<file path="src/rtl/core/nct_pkg.sv">
// Shared types and constants of the named color table.
package nct_pkg;

  localparam int ENTRIES_DEF = 16;
  localparam int KEY_W       = 80;
  localparam int COLOR_W     = 24;
  localparam int COUNT_OUT_W = 5;
  localparam logic [7:0] NAME_CHARS = 8'd10;

  typedef enum logic [1:0] {
    MODE_ADD    = 2'd0,
    MODE_LOOKUP = 2'd1,
    MODE_DELETE = 2'd2
  } mode_t;

  typedef enum logic [2:0] {
    ST_OK        = 3'd0,
    ST_FULL      = 3'd1,
    ST_TOO_LONG  = 3'd2,
    ST_DUPLICATE = 3'd3,
    ST_NOT_FOUND = 3'd4
  } status_t;

  typedef enum logic [2:0] {
    S_IDLE,
    S_SCAN_RD,
    S_SCAN_CMP,
    S_SHIFT_RD,
    S_SHIFT_WR,
    S_APPEND
  } state_t;

endpackage

</file>
<file path="src/rtl/core/nct_ram.sv">
// Generic single write port, single read port RAM with registered read.
module nct_ram #(
  parameter int WIDTH = 8,
  parameter int DEPTH = 16
) (
  input  logic                                  clk,
  input  logic                                  we,
  input  logic [(DEPTH > 1 ? $clog2(DEPTH) : 1)-1:0] waddr,
  input  logic [WIDTH-1:0]                      wdata,
  input  logic [(DEPTH > 1 ? $clog2(DEPTH) : 1)-1:0] raddr,
  output logic [WIDTH-1:0]                      rdata
);

  logic [WIDTH-1:0] mem [DEPTH];

  always_ff @(posedge clk) begin
    if (we) begin
      mem[waddr] <= wdata;
    end
    rdata <= mem[raddr];
  end

endmodule

</file>
<file path="src/rtl/core/nct_key_norm.sv">
// Name key normalizer: zero every name byte after the first zero byte.
module nct_key_norm (
  input  logic [63:0]                name_low,
  input  logic [15:0]                name_high,
  output logic [nct_pkg::KEY_W-1:0]  key
);

  always_comb begin
    logic [nct_pkg::KEY_W-1:0] raw;
    logic [7:0]                ch;
    logic                      keep;
    raw  = {name_high, name_low};
    keep = 1'b1;
    key  = '0;
    for (int k = 0; k < nct_pkg::NAME_CHARS; k++) begin
      ch   = raw[8*k +: 8];
      keep = keep & (ch != 8'd0);
      key[8*k +: 8] = keep ? ch : 8'd0;
    end
  end

endmodule

</file>
<file path="src/rtl/core/named_color_table_unit.sv">
// Top level of the named color table: sequencer, shared key compare and entry RAM.
//
// Channel   Direction  Handshake                   Payload
// request   in         start high, busy low        mode, name_low, name_high, name_length,
//                                                  red_in, green_in, blue_in
// result    out        done strobe, one cycle      status, red_out, green_out, blue_out,
//                                                  stored_count
//
// Steps, accept to result: each scanned entry takes one RAM read (S_SCAN_RD) and one 80-bit
// key compare (S_SCAN_CMP). Add scans every stored entry, then appends in S_APPEND, or stops
// at a duplicate; look up stops at the hit or scans every entry on a miss; delete stops at
// the hit, then moves each later entry down a slot with S_SHIFT_RD and S_SHIFT_WR.
// Unused mode, full table, long name, and look up or delete on an empty table finish in idle.
// The entry RAM port sets the pace.
// Reset: rst clears the sequencer, the entry count and the strobe; no clearing pass,
// since only slots below the count are ever used.
// Stalls: none on the result side; busy holds off requests until the result is shown.
module named_color_table_unit #(
  parameter int ENTRIES = nct_pkg::ENTRIES_DEF
) (
  input  logic        clk,
  input  logic        rst,
  input  logic        start,
  output logic        busy,
  input  logic [1:0]  mode,
  input  logic [63:0] name_low,
  input  logic [15:0] name_high,
  input  logic [7:0]  name_length,
  input  logic [7:0]  red_in,
  input  logic [7:0]  green_in,
  input  logic [7:0]  blue_in,
  output logic        done,
  output logic [2:0]  status,
  output logic [7:0]  red_out,
  output logic [7:0]  green_out,
  output logic [7:0]  blue_out,
  output logic [4:0]  stored_count
);

  // Slot index and entry count widths.
  localparam int AW    = (ENTRIES > 1) ? $clog2(ENTRIES) : 1;
  localparam int CW    = $clog2(ENTRIES + 1);
  localparam int RAM_W = nct_pkg::KEY_W + nct_pkg::COLOR_W;

  nct_pkg::state_t state, state_next;

  // Request held for the whole operation.
  logic [1:0]                  req_mode;
  logic [nct_pkg::KEY_W-1:0]   req_key;
  logic [nct_pkg::COLOR_W-1:0] req_color;

  logic [AW-1:0] idx, idx_next;
  logic [CW-1:0] count, count_next;

  logic [nct_pkg::KEY_W-1:0] in_key;
  logic                      accept;

  // RAM port signals.
  logic             ram_we;
  logic [AW-1:0]    ram_waddr;
  logic [RAM_W-1:0] ram_wdata;
  logic [AW-1:0]    ram_raddr;
  logic [RAM_W-1:0] ram_rdata;

  // Completion of the current request.
  logic                        finish;
  nct_pkg::status_t            fin_status;
  logic [nct_pkg::COLOR_W-1:0] fin_color;

  // Shared compare unit and scan bounds.
  logic          key_hit;
  logic [CW:0]   idx_p1;
  logic [CW:0]   idx_p2;
  logic [CW:0]   count_ext;

  assign busy      = (state != nct_pkg::S_IDLE);
  assign accept    = start && !busy;
  assign key_hit   = (ram_rdata[RAM_W-1 -: nct_pkg::KEY_W] == req_key);
  assign idx_p1    = (CW+1)'(idx) + (CW+1)'(1);
  assign idx_p2    = (CW+1)'(idx) + (CW+1)'(2);
  assign count_ext = (CW+1)'(count);

  nct_key_norm u_key_norm (
    .name_low  (name_low),
    .name_high (name_high),
    .key       (in_key)
  );

  nct_ram #(
    .WIDTH (RAM_W),
    .DEPTH (ENTRIES)
  ) u_entry_ram (
    .clk   (clk),
    .we    (ram_we),
    .waddr (ram_waddr),
    .wdata (ram_wdata),
    .raddr (ram_raddr),
    .rdata (ram_rdata)
  );

  always_ff @(posedge clk) begin
    if (rst) begin
      state <= nct_pkg::S_IDLE;
      count <= '0;
      idx   <= '0;
      done  <= 1'b0;
    end else begin
      state <= state_next;
      count <= count_next;
      idx   <= idx_next;
      done  <= finish;
    end
  end

  // Capture the request and the result payload.
  always_ff @(posedge clk) begin
    if (accept) begin
      req_mode  <= mode;
      req_key   <= in_key;
      req_color <= {red_in, green_in, blue_in};
    end
    if (finish) begin
      status       <= fin_status;
      red_out      <= fin_color[23:16];
      green_out    <= fin_color[15:8];
      blue_out     <= fin_color[7:0];
      stored_count <= nct_pkg::COUNT_OUT_W'(count_next);
    end
  end

  // Sequencer: scan, shift down and append over the entry RAM's one read and one write port.
  always_comb begin
    state_next = state;
    idx_next   = idx;
    count_next = count;
    finish     = 1'b0;
    fin_status = nct_pkg::ST_OK;
    fin_color  = '0;
    ram_we     = 1'b0;
    ram_waddr  = idx;
    ram_wdata  = ram_rdata;
    ram_raddr  = idx;

    unique case (state)
      nct_pkg::S_IDLE: begin
        if (accept) begin
          idx_next = '0;
          case (mode)
            nct_pkg::MODE_ADD: begin
              if (count >= CW'(ENTRIES)) begin
                finish     = 1'b1;
                fin_status = nct_pkg::ST_FULL;
              end else if (name_length > nct_pkg::NAME_CHARS) begin
                finish     = 1'b1;
                fin_status = nct_pkg::ST_TOO_LONG;
              end else if (count == '0) begin
                state_next = nct_pkg::S_APPEND;
              end else begin
                state_next = nct_pkg::S_SCAN_RD;
              end
            end
            nct_pkg::MODE_LOOKUP, nct_pkg::MODE_DELETE: begin
              if (count == '0) begin
                finish     = 1'b1;
                fin_status = nct_pkg::ST_NOT_FOUND;
              end else begin
                state_next = nct_pkg::S_SCAN_RD;
              end
            end
            default: begin
              // Unused mode: report ok and leave the table alone.
              finish = 1'b1;
            end
          endcase
        end
      end

      nct_pkg::S_SCAN_RD: begin
        ram_raddr  = idx;
        state_next = nct_pkg::S_SCAN_CMP;
      end

      nct_pkg::S_SCAN_CMP: begin
        if (key_hit) begin
          case (req_mode)
            nct_pkg::MODE_ADD: begin
              finish     = 1'b1;
              fin_status = nct_pkg::ST_DUPLICATE;
              state_next = nct_pkg::S_IDLE;
            end
            nct_pkg::MODE_LOOKUP: begin
              finish     = 1'b1;
              fin_color  = ram_rdata[nct_pkg::COLOR_W-1:0];
              state_next = nct_pkg::S_IDLE;
            end
            default: begin
              // Delete: move later entries down, or drop the last one directly.
              if (idx_p1 < count_ext) begin
                state_next = nct_pkg::S_SHIFT_RD;
              end else begin
                count_next = count - CW'(1);
                finish     = 1'b1;
                state_next = nct_pkg::S_IDLE;
              end
            end
          endcase
        end else if (idx_p1 < count_ext) begin
          idx_next   = idx_p1[AW-1:0];
          state_next = nct_pkg::S_SCAN_RD;
        end else if (req_mode == nct_pkg::MODE_ADD) begin
          state_next = nct_pkg::S_APPEND;
        end else begin
          finish     = 1'b1;
          fin_status = nct_pkg::ST_NOT_FOUND;
          state_next = nct_pkg::S_IDLE;
        end
      end

      nct_pkg::S_SHIFT_RD: begin
        ram_raddr  = idx_p1[AW-1:0];
        state_next = nct_pkg::S_SHIFT_WR;
      end

      nct_pkg::S_SHIFT_WR: begin
        ram_we    = 1'b1;
        ram_waddr = idx;
        ram_wdata = ram_rdata;
        idx_next  = idx_p1[AW-1:0];
        if (idx_p2 < count_ext) begin
          state_next = nct_pkg::S_SHIFT_RD;
        end else begin
          count_next = count - CW'(1);
          finish     = 1'b1;
          state_next = nct_pkg::S_IDLE;
        end
      end

      nct_pkg::S_APPEND: begin
        ram_we     = 1'b1;
        ram_waddr  = count[AW-1:0];
        ram_wdata  = {req_key, req_color};
        count_next = count + CW'(1);
        finish     = 1'b1;
        state_next = nct_pkg::S_IDLE;
      end

      default: begin
        state_next = nct_pkg::S_IDLE;
      end
    endcase
  end

endmodule

</file>
<file path="config.mk">
export PLATFORM = sky130hd
export DESIGN_NAME = named_color_table_unit
export DESIGN_NICKNAME = d
export VERILOG_FILES = /design/src/rtl/core/nct_pkg.sv /design/src/rtl/core/nct_ram.sv /design/src/rtl/core/nct_key_norm.sv /design/src/rtl/core/named_color_table_unit.sv
export SDC_FILE = /design/constraint.sdc
export NUM_CORES = 2
export LEC_CHECK = 0
export BUFFER_PORTS_ARGS = -buffer_cell sky130_fd_sc_hd__buf_2
export CORE_ASPECT_RATIO = 1.1
export CORE_MARGIN = 2
export CORE_UTILIZATION = 40
export DETAILED_ROUTE_END_ITERATION = 8
export PLACE_DENSITY_LB_ADDON = 0.3
export REMOVE_ABC_BUFFERS = 1
export SETUP_SLACK_MARGIN = 0.02
export SYNTH_ARGS = -nofsm -noshare
export SYNTH_HDL_FRONTEND = slang
export SYNTH_SLANG_ARGS = --single-unit
export TNS_END_PERCENT = 1
</file>
<file path="constraint.sdc">
create_clock -name clk -period 13 [get_ports clk]
set_clock_uncertainty 0.15 [all_clocks]
set_input_delay 0 -clock clk [delete_from_list [all_inputs] [get_ports clk]]
set_output_delay 0 -clock clk [all_outputs]
set_load 0.005 [all_outputs]
</file>
======== After elaboration in Yosys (flattened, before gate mapping) ========
Memories as Yosys holds them, arrays and structs flattened. A register that Yosys moved wholly into a read port is not among the register bits.
Cells that the tools add are included.
storage, ports and cells
  memory bits (writable) .................. 1664
  bits of input ports ..................... 117
  memories ................................ 1
  bits in read-only memories .............. 0
  output and inout port bits .............. 34
  latch bits .............................. 0
  register bits ........................... 151
memory list
  name             words  width  rd ports  clocked after Yosys merged registers in  write ports  line           text
  u_entry_ram.mem  16     104    1         1                                        1            nct_ram.sv:14  logic [WIDTH-1:0] mem [DEPTH];
operators by class
  muxes and demuxes ....................... 50
  equality and inequality tests ........... 16
  div/mod/pow operators ................... 0
  multipliers ............................. 0
  $lt $le $gt $ge ......................... 4
  reduce and logical (&&, ||, !) cells .... 24
  add/subtract/negate cells ............... 4
  shifts and indexed selects .............. 0
  bitwise operators ....................... 9
operators with widths
  cell                                                                   count
  104-bit 2-to-1 mux                                                     1
  80-bit equality test                                                   1
  8-bit nonzero test                                                     10
  3-bit 2-to-1 mux                                                       13
  4-bit 2-to-1 mux                                                       5
  5-bit 2-to-1 mux                                                       4
  3-bit case mux with 2 select lines                                     3
  3-bit case mux with 5 select lines                                     1
  5-bit case mux with 3 select lines                                     1
  1-bit 2-to-1 mux                                                       13
  2-bit 2-to-1 mux                                                       6
  4-bit case mux with 3 select lines                                     1
  5-bit < comparator                                                     2
  1-bit AND                                                              9
  3-bit != test, second input constant                                   3
  8-bit by 4-bit > comparator with 1-bit output, second input constant   1
  3-bit by 2-bit equality test with 1-bit output, second input constant  2
  3-bit equality test, second input constant                             2
  2-bit != test, second input constant                                   3
  3-bit nonzero test                                                     2
  2-bit OR reduction                                                     3
  4-bit by 1-bit adder with 5-bit output, second input constant          1
  4-bit by 2-bit adder with 5-bit output, second input constant          1
  5-bit by 1-bit adder with 5-bit output, second input constant          1
  16 further kinds                                                       18

======== Longest topological paths before layout ========
  word-level depth ........................ 10
  depth in mapped cells ................... 12
  mapped depth without buffers ............ 11

======== By module ========
From an unflattened synthesis, not the netlist that was laid out.
second synthesis, totals
  cell total of the unflattened synthesis .. 3420
  area, all modules ....................... 73027.5 um^2
modules (own cells, without submodules)
  module                  area each (um^2)  cells an instance  times used  sequential area each (um^2)
  nct_ram                 64256.6           2662               1           52049.9
  named_color_table_unit  7858.8            584                1           4404.2
  nct_key_norm            912.1             174                1           0.0

======== Least setup slack after synthesis ========
Ideal clock, no wire load.
  path type ............................... flip-flop to flip-flop
  start ................................... reg state[1]
  end ..................................... mem u_entry_ram.mem[12][0] in the netlist's numbering, enable pin
  arrival ................................. 5.811 ns
  path buffers ............................ 3
  slack ................................... 6.470 ns
  required time ........................... 12.282 ns
  library setup time ...................... 0.568 ns
  stages on the path, launching flop included .. 8
  period minus slack after synthesis ...... 6.530 ns
  path through ............................ dfxtp_1 -> buf_6 -> nor2b_1 -> nand2_1 -> clkbuf_1 -> clkbuf_1 -> a31oi_1 -> nor2_1
between the ends
  word-level cells in the longest chain between the ends .. 5
  elaborated cells on any way between the ends .. 7
ends and longest elaborated chain
  what                                    line                           text
  from (decl)                             named_color_table_unit.sv:45   nct_pkg::state_t state, state_next;
  from (signal assigned)                  named_color_table_unit.sv:103  state <= nct_pkg::S_IDLE;
  from (signal assigned)                  named_color_table_unit.sv:108  state <= state_next;
  3-bit equality test                     named_color_table_unit.sv:144  unique case (state)
  2-bit OR reduction (no line)            n/a
  1-bit 2-to-1 mux                        named_color_table_unit.sv:144
  1-bit 2-to-1 mux                        nct_ram.sv:17                  if (we) begin
  1-bit 2-to-1 mux (implied by the code)  nct_ram.sv:18                  mem[waddr] <= wdata;
  to (decl)                               nct_ram.sv:14
Several ways; a longest one is shown, not always the timed one.

======== Worst setup path after layout ========
  start ................................... reg state[2]
  end ..................................... mem u_entry_ram.mem[3][37] in the netlist's numbering, enable pin
The elaborated chain is that of the path after synthesis.

==> flow_summary.yaml <==
worst_setup_path:
  worstSetupStartpointType: "register"
  reg2reg_depth: 8
  crit_chain: "nor2b_1, nand2_4, buf_4, o21ai_0, o21ai_0, nor2_4, buf_4, buf_4"
  end_kind: "register"
  path_class: "reg -> reg"
  timing.rr.start: "state[2]$_SDFFE_PP0P_"
  critPathBufInv: 3
  cp-startpoint: "state[2]$_SDFFE_PP0P_"
  rr_endpoint: "u_entry_ram.mem[3][37]$_DFFE_PP_"
  path_delay_family: "buffers and inverters"
  crit_slowest_cell: "nor2b_1"
  critPathMaxFanout: 42
  slowest_delay_ns: 0.72
  r2r_slack_ns: 7.78
  cpMostUsedCell: "buf_4"
  cp.arrival_ns: 5.50
  cp.required_ns: 13.28
timing:
  period_share_pct: 40.1
  setup_ws_ns: 7.78
  timing.final.hold_violations: 0
  rsz0062_at_grt: "no"
  tightest_slew_ns: 1.32
  final-max-slew-violation-count: 0
  timing.hold.ws_ns: 0.0493
  setup_viol: 0
  min_period_ns: 5.22
  fmax_ghz: 0.192
  setup_tns_ns: 0
  maxSlewHeadroom_pct: 11.1
worst_hold_path:
  worst_hold_path_type: "in -> reg"
  hold_path_end: "req_key[35]$_SDFFCE_PN0P_"
  min_from: "name_low[35]"
  min_path_cells: 3
floorplan:
  ios: 151
  die_area_sq_um: 186000
  coreArea_sq_um: 182000
  die_h_um: 452
  num_rows: 164
  die_x_um: 412
  initial_core_util_pct: 40.3
drt:
  firstDrtPassIters: 6
  ant_nets: 0
  wl_per_cell_um: 28.2
  wl_mm: 174
  drcViolationCount: 0
  drtIter0Drc: 3570
  post_drt_via_cell_ratio: 5.55
  via_count: 34272
power_and_ir_drop:
  cellLeakagePower_uw: 0.0278
  power_density_nw_per_um2: 176
  ir_drop_mv: 0.143
synth:
  synth_most_common_cell: "edfxtp_1"
  ys_top_cells_by_count: "1802 x edfxtp_1, 520 x mux4_2, 117 x dfxtp_1, 104 x mux2_2, 87 x and2_1"
  ys_seq_area_share_pct: 77.2
  yosysUniqueCellTypes: 62
  async_flop_share_pct: 0
  yosysTopAreaCell: "edfxtp_1"
  ys_ff_latch: 1919
  netlist_area_sq_um: 73100
  synth.top_cell.area_share_pct: 74.0
  synth_cells: 3137
  yosysWarnings: 0
  synth_edf_count: 1802
  postSynthAreaPerCell_sq_um: 23.3
  synthFlopType: "edfxtp_1"
  netlist_top_cells_area: "edfxtp_1 74%, mux4_2 16%, dfxtp_1 3.2%"
final_layout:
  antenna-diode-count: 0
  drive_above_1_share_pct: 30.1
  fin_nets: 3735
  area_growth_pct: 16.5
  instances_no_fill: 6172
clock_network:
  path_clk_slew_ns: 0.06
  clkLatencyLatePin_ns: 0.82
  cts_tree: "yes"
  numCtsBuffers: 191
  htreeDepth: 4
  clock-sinks: 1919
  cts-root-buf: "clkbuf_16"
  cts_buffer_depth: 3
status:
  status: "completed"
grt:
  overflow: 0
  grt_pass1_vias: 35084
  grt_max_degree: 150
  antenna_found_initial: 4
  grt_usage_pct: 18.6
  grt_pass1_wl_mm: 250
placed_design:
  io_buffer_count: 150
  dp_hpwl_mm: 82.3
  place_congestion: 0.777
  placed_cells: 5594
  pre_cts_slack_ns: 7.68
job:
  cap_violations: 0
## metrics by stage
| step | area (sq um) | total power [uW] | util [%] |
|---|---|---|---|
| 2_1_floorplan | 72300 | 10000 | - |
| 3_3_place_gp | 76800 | 9730 | 42.3 |
| 3_5_place_dp | 76800 | 9780 | 42.3 |
| 4_1_cts | 85200 | 15200 | 46.9 |
| 5_1_grt | 85200 | 15600 | 46.9 |
| 6_report | 85200 | 15000 | 46.9 |
## report_power, final
part	switching, uW	internal (uW)
Combinational	1150	804
Clock	2280	3060
Sequential	170	7550
## sequential cells by signal (all words and copies together), names as in the netlist, 5 cells and up
signal and count:
blue_out 8, green_out 8, stored_count 5, u_entry_ram.mem 1664
count 5, red_out 8, req_color 24, req_key 80
u_entry_ram.rdata 104
## metal layers
metal	routed length, um	GRT usage (%)	vias to the layer above
li1	-	-	14161
met1	76700	27.1	18776
met2	84200	29.7	1126
met3	9530	2.65	207
met4	3240	4.78	2
met5	14	0	-
## worst register-to-register path: cells and delay by family (launching register included)
family | cells | cell delay, ns
buffers and inverters | 3 | 2.02
AND/OR/NAND/NOR | 3 | 1.45
AO/OA/AOI/OAI | 2 | 0.62
flip-flops | 1 | 0.60
## cell type report
class	instances	area [sq um]
fill	14836	96400
sequential	1919	56500
multi-input combinational	1048	16000
clock buffer	272	5350
timing repair buffer	424	3580
tap	2407	3010
clock inverter	83	734
inverter	19	78.8
## what timing repair did
item	4_1_cts	5_1_grt
hold buffers	223	0
setup buffers	0	0
gates resized for setup	0	0
hold endpoints to repair	196	0
## cell usage in the layout (no fill, tap or decap), types with 33 or more instances in the layout
cell	n
buf_2	150
nand2_1	33
buf_4	34
clkbuf_1	57
mux2_2	104
dlygate4sd3_1	223
edfxtp_1	1802
xor2_1	82
clkbuf_16	193
and2_1	87
nor4_1	36
dfxtp_1	117
mux4_2	520
## how the worst max path moves through the flow
stage	endpoint	slack, ns	cells after the start
floorplan	u_entry_ram.rdata[0]$_DFF_P_	-28.49	4
global placement	u_entry_ram.rdata[35]$_DFF_P_	7.75	7
detailed placement	u_entry_ram.rdata[29]$_DFF_P_	7.68	7
CTS	u_entry_ram.rdata[29]$_DFF_P_	7.68	7
global route	u_entry_ram.rdata[95]$_DFF_P_	7.32	7
finish	u_entry_ram.mem[3][37]$_DFFE_PP_	7.78	8
## kinds of logic after synthesis
kind of cell	Yosys count	synth area share, %
DFF	1919	77.2
muxes	630	17.7
and+or+nand+nor	255	1.96
buffers and inverters	170	1.27
xor gates and xnor gates	88	1.05
AOI/OAI and AO/OA	60	0.561
adders and majority gates	15	0.257
(Power assumes the default switching activity.)
